`src/design/vdm_pkg.sv`:
```
package vdm_pkg;

    localparam int ELEM_W       = 12;
    localparam int ELEM_BITS_DEF = 12;
    localparam int MAX_LEN_DEF  = 1024;

    localparam int IN_W   = 2 * ELEM_W;
    localparam int ACC_W  = 58;
    localparam int ROOT_W = ACC_W / 2;
    localparam int OUT_W  = ((ACC_W + 7) / 8) * 8;
    localparam int MODE_W = 3;

    localparam logic [ACC_W-1:0] ACC_MAX = {ACC_W{1'b1}};

    typedef logic [MODE_W-1:0] mode_t;

    localparam mode_t MODE_SUM_SQ    = 3'd0;
    localparam mode_t MODE_MAN_SQ    = 3'd1;
    localparam mode_t MODE_QUAD_ROOT = 3'd2;
    localparam mode_t MODE_MAX_SQ    = 3'd3;
    localparam mode_t MODE_QUAD      = 3'd4;
    localparam mode_t MODE_MAN       = 3'd5;

    typedef enum logic [2:0] {
        ST_RUN,
        ST_DRAIN,
        ST_SQUARE,
        ST_SQRT,
        ST_EMIT
    } ctrl_state_t;

    typedef struct packed {
        logic take_item;
        logic do_square;
        logic sqrt_start;
        logic emit;
    } ctrl_cmd_t;

    typedef struct packed {
        logic  fin_ready;
        mode_t fin_mode;
        logic  sqrt_done;
        logic  out_free;
    } dp_status_t;

endpackage

```
`src/design/vdm_isqrt.sv`:
```
module vdm_isqrt import vdm_pkg::*; (
    input  logic              aclk,
    input  logic              aresetn,
    input  logic              start,
    input  logic [ACC_W-1:0]  operand,
    output logic [ROOT_W-1:0] root,
    output logic              done
);

    localparam int REM_W = ROOT_W + 3;
    localparam int CNT_W = $clog2(ROOT_W);

    logic [REM_W-1:0]  rem_reg;
    logic [ROOT_W-1:0] root_reg;
    logic [ACC_W-1:0]  x_reg;
    logic [CNT_W-1:0]  cnt_reg;
    logic              busy_reg;
    logic              done_reg;

    logic [REM_W-1:0]  rem_shift;
    logic [REM_W-1:0]  trial;
    logic              fits;

    // bring down the next two bits and try appending a one to the root
    assign rem_shift = {rem_reg[REM_W-3:0], x_reg[ACC_W-1 -: 2]};
    assign trial     = REM_W'({root_reg, 2'b01});
    assign fits      = (rem_shift >= trial);

    always_ff @(posedge aclk) begin
        if (!aresetn) begin
            busy_reg <= 1'b0;
            done_reg <= 1'b0;
            cnt_reg  <= '0;
        end else if (start) begin
            busy_reg <= 1'b1;
            done_reg <= 1'b0;
            cnt_reg  <= '0;
        end else if (busy_reg) begin
            cnt_reg <= cnt_reg + 1'b1;
            if (cnt_reg == CNT_W'(ROOT_W - 1)) begin
                busy_reg <= 1'b0;
                done_reg <= 1'b1;
            end
        end
    end

    always_ff @(posedge aclk) begin
        if (start) begin
            x_reg    <= operand;
            rem_reg  <= '0;
            root_reg <= '0;
        end else if (busy_reg) begin
            x_reg    <= {x_reg[ACC_W-3:0], 2'b00};
            rem_reg  <= fits ? (rem_shift - trial) : rem_shift;
            root_reg <= {root_reg[ROOT_W-2:0], fits};
        end
    end

    assign root = root_reg;
    assign done = done_reg;

endmodule

```
`src/design/vdm_datapath.sv`:
```
module vdm_datapath import vdm_pkg::*; #(
    parameter int ELEM_BITS = ELEM_BITS_DEF,
    parameter int MAX_LEN   = MAX_LEN_DEF
) (
    input  logic             aclk,
    input  logic             aresetn,
    input  logic             in_valid,
    input  logic [IN_W-1:0]  in_data,
    input  logic             in_last,
    input  logic             cfg_we,
    input  mode_t            cfg_mode,
    input  ctrl_cmd_t        cmd,
    output dp_status_t       status,
    input  logic             out_ready,
    output logic             out_valid,
    output logic [OUT_W-1:0] out_data,
    output logic             out_sat
);

    localparam int AD_W  = ELEM_BITS;
    localparam int SQ_W  = 2 * AD_W;
    localparam int QD_W  = 4 * AD_W;
    localparam int CNT_W = $clog2(MAX_LEN + 1);

    mode_t mode_reg;

    logic accept;
    assign accept = in_valid && cmd.take_item;

    // element difference and magnitude
    logic [ELEM_BITS-1:0] elem_a;
    logic [ELEM_BITS-1:0] elem_b;
    logic signed [AD_W:0] diff;
    logic [AD_W:0]        mag;

    assign elem_a = in_data[ELEM_BITS-1:0];
    assign elem_b = in_data[ELEM_W + ELEM_BITS - 1 : ELEM_W];
    assign diff   = $signed({elem_b[ELEM_BITS-1], elem_b})
                  - $signed({elem_a[ELEM_BITS-1], elem_a});
    assign mag    = diff[AD_W] ? (AD_W+1)'(-diff) : diff;

    // element count per vector
    logic [CNT_W-1:0] cnt_reg, cnt_next;
    logic             skip_in;

    assign skip_in = (cnt_reg >= CNT_W'(MAX_LEN));

    always_comb begin
        cnt_next = cnt_reg;
        if (accept) begin
            priority if (in_last) cnt_next = '0;
            else if (!skip_in)    cnt_next = cnt_reg + 1'b1;
            else                  cnt_next = cnt_reg;
        end
    end

    // stage 1: magnitude, stage 2: square, stage 3: fourth power
    logic v1_reg, v2_reg, v3_reg;
    logic last1_reg, last2_reg, last3_reg;
    logic skip1_reg, skip2_reg, skip3_reg;
    mode_t mode1_reg, mode2_reg, mode3_reg;
    logic [AD_W-1:0] ad1_reg, ad2_reg, ad3_reg;
    logic [SQ_W-1:0] sq2_reg, sq3_reg;
    logic [QD_W-1:0] qd3_reg;

    logic [SQ_W-1:0] sq_prod;
    logic [QD_W-1:0] qd_prod;

    assign sq_prod = ad1_reg * ad1_reg;
    assign qd_prod = sq2_reg * sq2_reg;

    always_ff @(posedge aclk) begin
        if (!aresetn) begin
            mode_reg <= MODE_SUM_SQ;
            cnt_reg  <= '0;
            v1_reg   <= 1'b0;
            v2_reg   <= 1'b0;
            v3_reg   <= 1'b0;
        end else begin
            if (cfg_we) mode_reg <= cfg_mode;
            cnt_reg <= cnt_next;
            v1_reg  <= accept;
            v2_reg  <= v1_reg;
            v3_reg  <= v2_reg;
        end
    end

    always_ff @(posedge aclk) begin
        last1_reg <= in_last;
        skip1_reg <= skip_in;
        mode1_reg <= mode_reg;
        ad1_reg   <= mag[AD_W-1:0];

        last2_reg <= last1_reg;
        skip2_reg <= skip1_reg;
        mode2_reg <= mode1_reg;
        ad2_reg   <= ad1_reg;
        sq2_reg   <= sq_prod;

        last3_reg <= last2_reg;
        skip3_reg <= skip2_reg;
        mode3_reg <= mode2_reg;
        ad3_reg   <= ad2_reg;
        sq3_reg   <= sq2_reg;
        qd3_reg   <= qd_prod;
    end

    // accumulator
    logic [ACC_W-1:0] acc_reg, acc_next;
    logic             ovf_reg, ovf_next;
    logic             fin_reg, fin_next;
    mode_t            fin_mode_reg;
    logic [ACC_W-1:0] add_val;
    logic [ACC_W:0]   sum;

    always_comb begin
        unique case (mode3_reg)
            MODE_MAN_SQ, MODE_MAN:     add_val = ACC_W'(ad3_reg);
            MODE_QUAD_ROOT, MODE_QUAD: add_val = ACC_W'(qd3_reg);
            MODE_MAX_SQ:               add_val = ACC_W'(ad3_reg);
            default:                   add_val = ACC_W'(sq3_reg);
        endcase
    end

    assign sum = {1'b0, acc_reg} + {1'b0, add_val};

    always_comb begin
        acc_next = acc_reg;
        ovf_next = ovf_reg;
        fin_next = fin_reg;
        priority if (cmd.emit) begin
            acc_next = '0;
            ovf_next = 1'b0;
            fin_next = 1'b0;
        end else if (v3_reg) begin
            if (last3_reg) fin_next = 1'b1;
            priority if (skip3_reg) begin
                ovf_next = 1'b1;
            end else if (mode3_reg == MODE_MAX_SQ) begin
                if (add_val > acc_reg) acc_next = add_val;
            end else if (sum[ACC_W]) begin
                acc_next = ACC_MAX;
                ovf_next = 1'b1;
            end else begin
                acc_next = sum[ACC_W-1:0];
            end
        end else begin
            acc_next = acc_reg;
        end
    end

    always_ff @(posedge aclk) begin
        if (!aresetn) begin
            acc_reg <= '0;
            ovf_reg <= 1'b0;
            fin_reg <= 1'b0;
        end else begin
            acc_reg <= acc_next;
            ovf_reg <= ovf_next;
            fin_reg <= fin_next;
        end
    end

    always_ff @(posedge aclk) begin
        if (v3_reg && last3_reg) fin_mode_reg <= mode3_reg;
    end

    // final stage: square or root of the accumulator
    logic [ACC_W-1:0]  res_reg;
    logic              sqov_reg;
    logic [ACC_W-1:0]  acc_square;
    logic [ROOT_W-1:0] root;
    logic              root_done;

    assign acc_square = acc_reg[ROOT_W-1:0] * acc_reg[ROOT_W-1:0];

    always_ff @(posedge aclk) begin
        if (cmd.do_square) begin
            res_reg  <= acc_square;
            sqov_reg <= |acc_reg[ACC_W-1:ROOT_W];
        end
    end

    vdm_isqrt u_isqrt (
        .aclk    (aclk),
        .aresetn (aresetn),
        .start   (cmd.sqrt_start),
        .operand (acc_reg),
        .root    (root),
        .done    (root_done)
    );

    // result register
    logic             out_valid_reg;
    logic [ACC_W-1:0] out_dist_reg;
    logic             out_sat_reg;
    logic             squared;
    logic             sat_all;
    logic [ACC_W-1:0] dist_sel;

    assign squared = (fin_mode_reg == MODE_MAN_SQ) || (fin_mode_reg == MODE_MAX_SQ);
    assign sat_all = ovf_reg || (squared && sqov_reg);

    always_comb begin
        priority if (squared)                       dist_sel = res_reg;
        else if (fin_mode_reg == MODE_QUAD_ROOT)    dist_sel = ACC_W'(root);
        else                                        dist_sel = acc_reg;
    end

    always_ff @(posedge aclk) begin
        if (!aresetn) begin
            out_valid_reg <= 1'b0;
        end else begin
            priority if (cmd.emit)  out_valid_reg <= 1'b1;
            else if (out_ready)     out_valid_reg <= 1'b0;
            else                    out_valid_reg <= out_valid_reg;
        end
    end

    always_ff @(posedge aclk) begin
        if (cmd.emit) begin
            out_dist_reg <= sat_all ? ACC_MAX : dist_sel;
            out_sat_reg  <= sat_all;
        end
    end

    assign out_valid = out_valid_reg;
    assign out_data  = OUT_W'(out_dist_reg);
    assign out_sat   = out_sat_reg;

    assign status.fin_ready = fin_reg;
    assign status.fin_mode  = fin_mode_reg;
    assign status.sqrt_done = root_done;
    assign status.out_free  = !out_valid_reg || out_ready;

endmodule

```
`src/design/vdm_ctrl.sv`:
```
module vdm_ctrl import vdm_pkg::*; (
    input  logic       aclk,
    input  logic       aresetn,
    input  logic       in_valid,
    input  logic       in_last,
    input  dp_status_t status,
    output ctrl_cmd_t  cmd
);

    ctrl_state_t state_reg, state_next;

    always_ff @(posedge aclk) begin
        if (!aresetn) begin
            state_reg <= ST_RUN;
        end else begin
            state_reg <= state_next;
        end
    end

    always_comb begin
        state_next = state_reg;
        cmd        = '0;
        unique case (state_reg)
            ST_RUN: begin
                cmd.take_item = 1'b1;
                // hold further items until this vector's result is out
                if (in_valid && in_last) state_next = ST_DRAIN;
            end
            ST_DRAIN: begin
                if (status.fin_ready) begin
                    priority if (status.fin_mode == MODE_QUAD_ROOT) begin
                        cmd.sqrt_start = 1'b1;
                        state_next     = ST_SQRT;
                    end else if (status.fin_mode == MODE_MAN_SQ ||
                                 status.fin_mode == MODE_MAX_SQ) begin
                        state_next = ST_SQUARE;
                    end else begin
                        state_next = ST_EMIT;
                    end
                end
            end
            ST_SQUARE: begin
                cmd.do_square = 1'b1;
                state_next    = ST_EMIT;
            end
            ST_SQRT: begin
                if (status.sqrt_done) state_next = ST_EMIT;
            end
            ST_EMIT: begin
                if (status.out_free) begin
                    cmd.emit   = 1'b1;
                    state_next = ST_RUN;
                end
            end
            default: state_next = ST_RUN;
        endcase
    end

endmodule

```
`src/design/vector_distance_metric_core.sv`:
```
// Within a vector one item is taken per cycle through a three-stage multiply pipeline.
// After the last item the input stalls until the result sits in the output register:
// plain sums load the accumulator directly, squared metrics first square it
// (29x29 multiply), and the root metric first runs a 29-step iterative square root.
// Input resumes the cycle after the result is loaded, even if it is not yet taken.
// aresetn is synchronous, active low: clears accumulator, count, flags and sets mode 0.
module vector_distance_metric_core import vdm_pkg::*; #(
    parameter int ELEM_BITS = ELEM_BITS_DEF,
    parameter int MAX_LEN   = MAX_LEN_DEF
) (
    input  logic             aclk,
    input  logic             aresetn,
    input  logic             s_tvalid,
    output logic             s_tready,
    input  logic [IN_W-1:0]  s_tdata,   // elem_a [11:0], elem_b [23:12]
    input  logic             s_tlast,
    output logic             m_tvalid,
    input  logic             m_tready,
    output logic [OUT_W-1:0] m_tdata,   // distance [57:0], zero fill [63:58]
    output logic             m_tuser,   // saturated [0]
    input  logic             cfg_valid,
    output logic             cfg_ready,
    input  mode_t            cfg_data
);

    ctrl_cmd_t  cmd;
    dp_status_t status;

    assign cfg_ready = 1'b1;
    assign s_tready  = cmd.take_item;

    vdm_ctrl u_ctrl (
        .aclk     (aclk),
        .aresetn  (aresetn),
        .in_valid (s_tvalid),
        .in_last  (s_tlast),
        .status   (status),
        .cmd      (cmd)
    );

    vdm_datapath #(
        .ELEM_BITS (ELEM_BITS),
        .MAX_LEN   (MAX_LEN)
    ) u_datapath (
        .aclk      (aclk),
        .aresetn   (aresetn),
        .in_valid  (s_tvalid),
        .in_data   (s_tdata),
        .in_last   (s_tlast),
        .cfg_we    (cfg_valid && cfg_ready),
        .cfg_mode  (cfg_data),
        .cmd       (cmd),
        .status    (status),
        .out_ready (m_tready),
        .out_valid (m_tvalid),
        .out_data  (m_tdata),
        .out_sat   (m_tuser)
    );

    a_sat_max: assert property (@(posedge aclk) disable iff (!aresetn)
        m_tvalid && m_tuser |-> m_tdata[ACC_W-1:0] == ACC_MAX)
        else $error("saturated result without full-scale distance");

    a_emit_free: assert property (@(posedge aclk) disable iff (!aresetn)
        cmd.emit |-> (!m_tvalid || m_tready))
        else $error("result loaded over an untaken result");

    a_last_stall: assert property (@(posedge aclk) disable iff (!aresetn)
        s_tvalid && s_tready && s_tlast |=> !s_tready)
        else $error("input not stalled after last item");

    a_root_mode: assert property (@(posedge aclk) disable iff (!aresetn)
        cmd.sqrt_start |-> status.fin_ready && status.fin_mode == MODE_QUAD_ROOT)
        else $error("square root started outside root metric");

endmodule
```
`config.mk`:
```
export PLATFORM = sky130hd
export DESIGN_NAME = vector_distance_metric_core
export DESIGN_NICKNAME = d
export VERILOG_FILES = /design/src/design/vdm_pkg.sv /design/src/design/vdm_isqrt.sv /design/src/design/vdm_datapath.sv /design/src/design/vdm_ctrl.sv /design/src/design/vector_distance_metric_core.sv
export SDC_FILE = /design/constraint.sdc
export NUM_CORES = 2
export LEC_CHECK = 0
export ABC_AREA = 1
export ABC_CLOCK_PERIOD_IN_PS = 11600
export BUFFER_PORTS_ARGS = -buffer_cell sky130_fd_sc_hd__buf_4
export CAP_MARGIN = 20
export CORE_MARGIN = 5
export CORE_UTILIZATION = 40
export DETAILED_ROUTE_END_ITERATION = 16
export REMOVE_ABC_BUFFERS = 1
export SLEW_MARGIN = 20
export SYNTH_ARGS = -nofsm -noshare
export SYNTH_HDL_FRONTEND = slang
export SYNTH_SLANG_ARGS = --single-unit
```
`constraint.sdc`:
```
create_clock -name aclk -period 11.6 [get_ports aclk]
set_clock_uncertainty 0.15 [all_clocks]
set_input_delay 0.58 -clock aclk [delete_from_list [all_inputs] [get_ports aclk]]
set_output_delay 0.58 -clock aclk [all_outputs]
set_load 0.005 [all_outputs]
```
==> metrics.yaml <==
start_kind: "flop"
cts_max_level: 2
clock_latency_ns: 0.68
grt_first_pass_wirelength_um: 349000
run_status: "finished, final reports clean"
cts_tree: "yes"
ctsLongestPathBuffers: 3
finalInstanceArea_sq_um: 76200
grt_setup_unrepaired: "false"
drtIter0Drc: 4036
final_layout_size_suffix_gt1_frac: 0.0385
cp.arrival_ns: 8.56
num-fill-cells: 17875
critical_path.n_buffers_inverters: 8
num_io_pins: 101
area_growth_syn_to_layout_pct: 7.44
cts.sinks: 466
count_of_tritonroute_iterations_in_the_first_routing_pass: 6
slew_viol_final: 0
worst-setup-path-type: "flop to flop"
post_synthesis_cell_count: 8934
postCtsSetupBuffers: 0
yosys_warnings: 0
route.detailed.vias_per_inst: 4.98
route.antenna.remaining_nets: 0
sequential_element_share_of_the_synthesized_area: 0.157
asyncSetResetFlopFracSynth: 0
place.detailed.hpwl_um: 182000
post_drt_wl_per_cell_um: 19.6
worst_slew_pin_slew_ns: 1.09
synth.lib_cells_used.distinct: 59
timing.critical_path.slowest_stage_cell: "sky130_fd_sc_hd__dfxtp_1"
initial_core_util: 0.402
worst_hold_path_type: "input pin to flop"
cts.reportedPaths.clkPinSlew_ns: 0.06
final-setup-viol-count: 0
critPathTopFamily: "adder cells"
worst_setup_slack_for_register_to_register_paths_ns: 3.30
timing.slew.headroom: 0.276
vias_in_the_first_global_route: 60174
endpoint_class_of_the_critical_path: "flop"
timing.fmax_ghz: 0.121
placed_cells: 11218
die-area_sq_um: 186000
post-synth-top-area-cell: "sky130_fd_sc_hd__fa_1"
grt_antenna_before_repair: 8
place_ws_ns: 3.44
timing.final.crit_period_ns: 8.30
worstPathMaxFanout: 22
post_synth_main_area_contributors: "sky130_fd_sc_hd__fa_1 32%, sky130_fd_sc_hd__inv_1 13%, sky130_fd_sc_hd__ha_1 12%, sky130_fd_sc_hd__nand2_1 9.9%, sky130_fd_sc_hd__dfxtp_1 8.1%"
placedInstanceArea_sq_um: 74200
path_common_cell: "sky130_fd_sc_hd__fa_1"
period_share: 0.715
clk_root_buffer_cell: "sky130_fd_sc_hd__clkbuf_16"
required_ns: 11.86
placeable_core_region_sq_um: 176000
die_h_um: 431
critical-path-max-stage-delay_ns: 0.69
die_x_um: 431
hold_violations: 0
wl_um: 222000
setup_ws_ns: 3.30
synthesis.area_sq_um: 70900
std_cell_rows: 154
number_of_enable_type_register_cells_in_the_synthesized_netlist: 178
fin_cells: 11328
syn_area_per_cell_sq_um: 7.94
num_vias: 56425
globalRouteOverflowTotal: 0
maxCapViolations: 0
tns_ns: 0
final_wtd_congestion: 1.01
track_usage: 0.241
drc_errors: 0
layout.cells.most_common_list: "2468 x sky130_fd_sc_hd__inv_1, 1877 x sky130_fd_sc_hd__nand2_1, 1131 x sky130_fd_sc_hd__fa_1"
post-synth-top-area-fraction: 0.319
design.final.nets: 10779
dominantRegCellSynth: "sky130_fd_sc_hd__dfxtp_1"
ys_ff_latch: 466
final_common_cell: "sky130_fd_sc_hd__inv_1"
cts_made_buffers: 57
portBuffers: 93
grt_max_degree: 65
## stage by stage
step                hold WS [ns]  utilization
global route              0.0503        0.432
detailed placement         0.164        0.421
floorplan                  0.160            -
finish                    0.0561        0.432
global placement           0.164        0.421
CTS                      0.00635        0.432
## what timing repair did
item,4_1_cts,5_1_grt
endpoints found under the setup margin,0,0
resized for setup,0,0
hold buffers,4,0
endpoints found under the hold margin,4,0
## layout make-up
cell class	instances	area (sq um)	share of cell area
antenna	2	5.00	0.0000657
clock buffer	70	1570	0.0206
clock inverter	33	385	0.00506
inverter	2480	9310	0.122
multi-input combinational	5764	49600	0.650
sequential	466	11100	0.146
tap	2340	2930	0.0384
timing repair buffer	173	1330	0.0174
## cells by family after synthesis
kind of cell	share of synthesized area
and+or+nand+nor	0.164
other	0.000106
buffers and inverters	0.146
DFF	0.157
xor gates and xnor gates	0.0256
AOI/OAI and AO/OA	0.0695
adders and majority gates	0.438
## cells in the mapped netlist (16+ instances only)
cell type / number
sky130_fd_sc_hd__o21bai_1: 33
sky130_fd_sc_hd__nor3_1: 58
sky130_fd_sc_hd__nor2_1: 478
sky130_fd_sc_hd__a21oi_1: 378
sky130_fd_sc_hd__o21ai_0: 277
sky130_fd_sc_hd__nand4_1: 45
sky130_fd_sc_hd__xor2_1: 144
sky130_fd_sc_hd__ha_1: 673
sky130_fd_sc_hd__o21a_1: 16
sky130_fd_sc_hd__a21o_1: 30
sky130_fd_sc_hd__fa_1: 1131
sky130_fd_sc_hd__xnor2_1: 63
sky130_fd_sc_hd__edfxtp_1: 178
sky130_fd_sc_hd__clkbuf_1: 159
sky130_fd_sc_hd__buf_1: 51
sky130_fd_sc_hd__a31oi_1: 30
sky130_fd_sc_hd__o221ai_1: 31
sky130_fd_sc_hd__inv_1: 2468
sky130_fd_sc_hd__o22ai_1: 29
sky130_fd_sc_hd__nand2_1: 1879
sky130_fd_sc_hd__dfxtp_1: 288
sky130_fd_sc_hd__nand3_1: 285
## metal layers
metal,GRT usage,wire length [um],vias to the layer above,share of wire
met5,0,41,-,0.00018
met4,0.0793,8560,6,0.039
met3,0.0311,12400,364,0.056
met2,0.425,108000,1577,0.49
met1,0.307,92500,27856,0.42
li1,-,-,26622,-
## final timing paths
path | startpoint | end | cells past startpoint
setup / recovery | u_datapath.acc_reg[12]$_SDFFE_PP0P_ | u_datapath.res_reg[42]$_DFFE_PP_ | 25
hold / removal | cfg_valid | u_datapath.mode_reg[2]$_SDFFE_PN0P_ | 3
setup reg to reg | u_datapath.acc_reg[12]$_SDFFE_PP0P_ | u_datapath.res_reg[42]$_DFFE_PP_ | 25
hold reg to reg | u_datapath.ad2_reg[5]$_DFF_P_ | u_datapath.ad3_reg[5]$_DFF_P_ | 0
## worst register-to-register path: cells and delay by family (launching register included)
kind	cells	cell delay (ns)
xor+xnor	1	0.10
fa+ha+maj	9	4.37
buf+inv	8	0.99
flops	1	0.69
simple gates	7	1.73
Power is not shown: default switching activity piles up to over one toggle a cycle in this logic, so the estimate is an artifact.
